--- config.mk ---
export PLATFORM = sky130hd
export DESIGN_NAME = agfr_gain
export DESIGN_NICKNAME = d
export VERILOG_FILES = /design/src/rtl/agfr_pkg.sv /design/src/rtl/agfr_gain.sv
export SDC_FILE = /design/constraint.sdc
export NUM_CORES = 1
export LEC_CHECK = 0
export BUFFER_PORTS_ARGS = -buffer_cell sky130_fd_sc_hd__buf_2
export CORE_AREA = 2 2 156 272
export CTS_BUF_LIST = sky130_fd_sc_hd__clkbuf_16
export CTS_CLUSTER_DIAMETER = 200
export DETAILED_ROUTE_END_ITERATION = 16
export DIE_AREA = 0 0 158 274
export HOLD_SLACK_MARGIN = 0.15
export PLACE_DENSITY_LB_ADDON = 0.15
export SYNTH_ARGS = -nofsm -noshare
export SYNTH_HDL_FRONTEND = slang
export SYNTH_SLANG_ARGS = --single-unit
--- constraint.sdc ---
create_clock -name clock -period 6.7 [get_ports clock]
set_input_delay 0.335 -clock clock [delete_from_list [all_inputs] [get_ports clock]]
set_output_delay 0.335 -clock clock [all_outputs]
set_load 0.05 [all_outputs]
--- src/rtl/agfr_pkg.sv ---
// Package for the audio gap fade repair block: field widths, mode and register
// codes, default parameter values and the gain unit control word.
// No dependencies.
`timescale 1ns / 1ps

package agfr_pkg;

   localparam int CHANNEL_BITS   = 3;
   localparam int GAP_BITS       = 6;
   localparam int FADE_BITS      = 9;
   localparam int INDEX_BITS     = 8;
   localparam int GAIN_BITS      = 17;
   localparam int RUN_BITS       = 9;
   localparam int CSR_INDEX_BITS = 1;
   localparam int CSR_DATA_BITS  = 9;

   localparam int CHANNELS_DEF    = 8;
   localparam int GAP_MAX_DEF     = 63;
   localparam int TABLE_DEPTH_DEF = 256;
   localparam int SAMPLE_BITS_DEF = 24;

   localparam int UNITY_GAIN = 65536;

   localparam logic [1:0] CH_MUTED     = 2'd0;
   localparam logic [1:0] CH_LIVE      = 2'd1;
   localparam logic [1:0] CH_RAMP_UP   = 2'd2;
   localparam logic [1:0] CH_RAMP_DOWN = 2'd3;

   localparam logic [CSR_INDEX_BITS-1:0] CSR_GAP_LENGTH  = 1'd0;
   localparam logic [CSR_INDEX_BITS-1:0] CSR_FADE_LENGTH = 1'd1;

   typedef struct packed {
      logic load;    // capture a new product
      logic invert;  // use one minus the table word
   } gain_ctl_type;

endpackage

--- src/rtl/agfr_gain.sv ---
// Gain unit: registered sample times Q1.16 gain, floor shift by 16, saturation.
// Depends on agfr_pkg.
`timescale 1ns / 1ps

module agfr_gain #(
   parameter int SAMPLE_BITS = agfr_pkg::SAMPLE_BITS_DEF
) (
   input  logic                             clock,
   input  agfr_pkg::gain_ctl_type           ctl,
   input  logic signed [SAMPLE_BITS-1:0]    operand,
   input  logic [agfr_pkg::GAIN_BITS-1:0]   gain_word,
   output logic signed [SAMPLE_BITS-1:0]    result
);
   import agfr_pkg::*;

   localparam int GW = GAIN_BITS + 1;
   localparam int PBITS = SAMPLE_BITS + GW;

   logic signed [GW-1:0]          gain_s;
   logic signed [PBITS-1:0]       prod_in;
   logic signed [PBITS-1:0]       prod_ff;
   logic        [SAMPLE_BITS+1:0] q;

   always_comb begin
      if (ctl.invert) begin
         gain_s = $signed(GW'(UNITY_GAIN) - {1'b0, gain_word});
      end else begin
         gain_s = $signed({1'b0, gain_word});
      end
      prod_in = operand * gain_s;
   end

   always_ff @(posedge clock) begin
      if (ctl.load) begin
         prod_ff <= prod_in;
      end
   end

   // drop 16 fraction bits (floor), then clamp to the sample range
   assign q = prod_ff[PBITS-1:16];

   always_comb begin
      if (q[SAMPLE_BITS+1:SAMPLE_BITS-1] == 3'b000 ||
          q[SAMPLE_BITS+1:SAMPLE_BITS-1] == 3'b111) begin
         result = $signed(q[SAMPLE_BITS-1:0]);
      end else if (q[SAMPLE_BITS+1]) begin
         result = $signed({1'b1, {(SAMPLE_BITS-1){1'b0}}});
      end else begin
         result = $signed({1'b0, {(SAMPLE_BITS-1){1'b1}}});
      end
   end

endmodule

## Word-level counts from Yosys, hierarchy flattened

Index checks and enable logic that the tools add are counted.

| cells by class | value |
|---|---|
| reductions and logical operators | 2 |
| bitwise logic cells | 0 |
| add/subtract/negate cells | 1 |
| $lt $le $gt $ge | 0 |
| multiplexer cells | 3 |
| eq/ne operators | 1 |
| shift-type cells | 0 |
| div/mod/pow operators | 0 |
| multipliers | 1 |

Operators with widths:

| operator | count |
|---|---|
| 24-bit two-way mux | 2 |
| 24-bit by 18-bit multiplier with 42-bit output | 1 |
| 18-bit two-way mux | 1 |
| 17-bit by 17-bit subtractor with 18-bit output, first input constant | 1 |
| 3-bit == test, second input constant | 1 |
| 3-bit logical NOT | 1 |
| 1-bit logical OR | 1 |

| word-level totals | value |
|---|---|
| logic and storage cells | 9 |
| input port bits | 44 |
| latch bits | 0 |
| register bits after elaboration | 42 |
| memories | 0 |
| ROM bits | 0 |
| memory bits (writable) | 0 |

## Depth between registers and ports, before layout

| depth | value |
|---|---|
| depth in word-level cells | 3 |
| depth in mapped cells | 31 |
| gate-level depth less buffers | 28 |

## Worst setup path after synthesis

OpenSTA, ideal clock, no wires.

| timing path | value |
|---|---|
| path kind | input-to-reg |
| start point | input gain_word[0] in the netlist's numbering |
| end point | register prod_ff[41] (data pin) |
| arrival | 6.954 ns |
| data required time | 6.434 ns |
| stages on the path | 27 |
| path slack | -0.519 ns |
| library setup time | 0.266 ns |
| cell sequence | buf_6 > clkbuf_1 > inv_1 > ha_1 > nand2b_1 > xnor2_1 > clkbuf_1 > and2_1 > fa_1 > fa_1 > ha_1 > inv_1 > fa_1 > inv_1 > fa_1 > inv_1 > fa_1 > inv_1 > ha_1 > a2111oi_0 > nand2b_1 > o21ai_0 > o211ai_1 > nand2_1 > a31oi_1 > nor4_1 > nor3_1 |

| on the way | value |
|---|---|
| longest elaborated chain between the ends | 3 |

Ends and longest elaborated chain:

| what | line | text |
|---|---|---|
| start: declaration | agfr_gain.sv:11 | `input logic [agfr_pkg::GAIN_BITS-1:0] gain_word,` |
| 17-bit by 17-bit subtractor with 18-bit output | agfr_gain.sv:26 | `gain_s = $signed(GW'(UNITY_GAIN) - {1'b0, gain_word});` |
| 18-bit two-way mux * | agfr_gain.sv:25 | `if (ctl.invert) begin` |
| 24-bit by 18-bit multiplier with 42-bit output * | agfr_gain.sv:30 | `prod_in = operand * gain_s;` |
| via prod_in[41] | agfr_gain.sv:20 | `logic signed [PBITS-1:0] prod_in;` |
| end signal: assignment | agfr_gain.sv:35 | `prod_ff <= prod_in;` |
| end: declaration | agfr_gain.sv:21 | `logic signed [PBITS-1:0] prod_ff;` |

Mark *: on every way through the listed nets, which the timed path passes. The rest lies on a longest branch.
A chain may end at the register's enable or synchronous reset.

## Worst setup path after layout

| timing path | value |
|---|---|
| start point | input gain_word[6] in the netlist's numbering |
| end point | register prod_ff[35] (data pin) |

The elaborated chain is that of the path after synthesis.

==> results.tsv <==
metric	value	unit
IO Count	68	
Post-DRT Antenna Nets	0	
Crit Path Class	primary input to flip-flop	
Final Instance Area	0.01993	mm²
IO Port Bufs	67	
Placed Area	0.01903	mm²
layout cells sized above 1	22.23	%
Pre-antenna DRT Iters	5	
Core Area	0.04137	mm²
die span in y	274	µm
leading area contributor after synthesis	fa_1	
Via Count	12470	
drt drc	0	
max_slew headroom	29.84	%
Arrival @ worst endpoint	7.20	ns
fin crit share	107.1	%
vias per inst	4.842	
Yosys cell types	61	
setup ws final	-0.4758	ns
wire per inst	18.77	µm
CTS tree	built	
Area contributors post-synth	fa_1 (52%), inv_1 (11%), ha_1 (7.8%)	
most flop-heavy register	prod_ff	
first-pass GRT wire length	79270	µm
CP Launch Type	primary input	
Final Slew Violations	0	
DRT iter0 DRCs	397	
vias in the first global route	14900	
FF+latch count, synth	26	
Initial Util	39.18	%
Die X	158	µm
CTS clock-pin slew for the worst setup and hold paths	0.07	ns
Period minus WS final	7.176	ns
sequential-to-total area share from yosys stat	4.817	%
number of flip-flops in the largest register	26	
largest net degree at the start of global routing	27	
mean post-synth cell area	9.045	µm²
Post-synth EDFFs	26	
RSZ-0062 raised after global routing	true	
cell with the most instances after synthesis	inv_1	
area grow syn2layout	22.94	%
GP Congestion	0.9132	
row count	99	
Yosys top cell area share	52.37	%
Longest Clk Path Bufs	2	
area of the multi-input gates	0.01411	mm²
total die area	0.04329	mm²
top post-synthesis cells by count	inv_1 (473), fa_1 (424), nand2_1 (297)	
Final Hold Fails	0	
total gr overflow	0	
failing checks	setup timing	
sequential standard cell area	780.7	µm²
final setup fails	21	
Post-Syn Instances	1792	
final WL	48330	µm
max cap viols	0	
Top Registers	prod_ff x26	
worst hold path class	primary input to flip-flop	
Mapped Nets	2361	
Layout fillers	4164	
Syn. warnings	0	
Worst EP required	6.72	ns
Slew @ Worst Pin	1.046	ns
status	finished with violations	
ys flop type	edfxtp_1	
# diodes	0	
setup_tns	-6.887	ns
hpwl dp	41710	µm
total track usage	24.23	%
total clock sinks	26	
Crit Path Max Fanout	8	
Root Buffer Master	clkbuf_16	
NumNets Final	2590	
Setup WS pre-CTS	-0.9327	ns
antenna violations before repair	1	
H-tree levels	1	
synthesized area	0.01621	mm²
TritonCTS buffer count	3	
top achievable clock speed	139.4	MHz
Critical Path End Type	flip-flop	
post-synthesis async set-or-reset flop share	0	%
## through the flow
step	std cells	hold WS (ns)	utilization (%)
final	2575	0.6153	48.16
after global routing	2575	0.6608	48.16
after CTS	2574	0.6317	47.85
after detailed placement	2544	0.9137	46.00
after global placement	2544	0.9052	46.00
after floorplan	1792	0.4475	-
## cells by family (layout without fill, tap and decap cells)
kind of cell / Yosys count / count (layout) / share of synthesized area [%]
AOI/OAI and AO/OA: 89 / 89 / 3.976
adders and majority gates: 525 / 525 / 60.17
xor gates and xnor gates: 51 / 51 / 2.802
DFF: 26 / 26 / 4.817
and+or+nand+nor: 544 / 544 / 15.25
buffers and inverters: 557 / 785 / 12.98
## cell type report
cell class                      instances  share of cell area, %
Clock buffer                            3                 0.3767
Clock inverter                          1                0.01884
Inverter                              474                  8.929
Multi-Input combinational cell       1209                  70.81
Sequential cell                        26                  3.918
Tap cell                              555                  3.485
Timing Repair Buffer                  307                  12.46
## metal layers
metal	vias to the layer above	part of all wire, %	GRT usage, %
li1	5586	-	-
met1	6491	31	23.42
met2	254	59	49.28
met3	137	2.0	1.264
met4	0	7.4	13.61
met5	-	0	0
## worst paths after layout
kind / startpoint / endpoint / slack [ns] / cells past startpoint
worst max-delay path: gain_word[6] / prod_ff[35] / -0.48 / 28
worst min-delay path: ctl[1] / prod_ff[24] / 0.62 / 1
## layout by cell type, fill, tap and decap left out, types with 7 or more instances in the layout
cell / netlist / final
xnor2_2: 1 / 15
xor2_1: 11 / 9
nand2_1: 297 / 287
edfxtp_1: 26 / 26
a21oi_1: 18 / 11
a21o_1: 7 / 7
inv_1: 473 / 457
buf_4: 0 / 194
inv_2: 1 / 17
buf_6: 1 / 26
o21ai_2: 0 / 9
fa_2: 0 / 11
xnor2_1: 39 / 22
fa_1: 424 / 413
a21oi_2: 1 / 7
buf_2: 5 / 66
and2_1: 123 / 117
ha_1: 101 / 84
ha_4: 0 / 16
buf_12: 0 / 20
nor2_1: 77 / 73
nand2_2: 0 / 7
## worst max-delay path, cell delays in order
cell	delay, ns
buf_6	0.09
or4_4	0.55
nor4_4	0.19
nand3b_1	0.19
buf_6	0.18
o31ai_4	0.20
xnor2_2	0.19
buf_12	0.17
buf_6	0.11
nand2_4	0.05
fa_1	0.57
inv_2	0.04
fa_1	0.58
fa_1	0.48
fa_1	0.50
fa_1	0.50
inv_1	0.05
fa_1	0.49
inv_2	0.05
ha_4	0.27
and3_4	0.23
nand2_2	0.06
or2_4	0.23
o211a_4	0.25
o221ai_4	0.21
o21ai_2	0.09
o21ba_2	0.20
xnor2_1	0.12
## repair_timing
action | 4_1_cts | 5_1_grt
setup buffers | 28 | 4
hold buffers | 0 | 0
resized for setup | 101 | 40
endpoints found under the setup margin | 25 | 25
pin swaps | 50 | 26
Power is left out: the tool's default activity adds up to more than one toggle a clock period on the data nets, which glitch-free logic cannot reach.
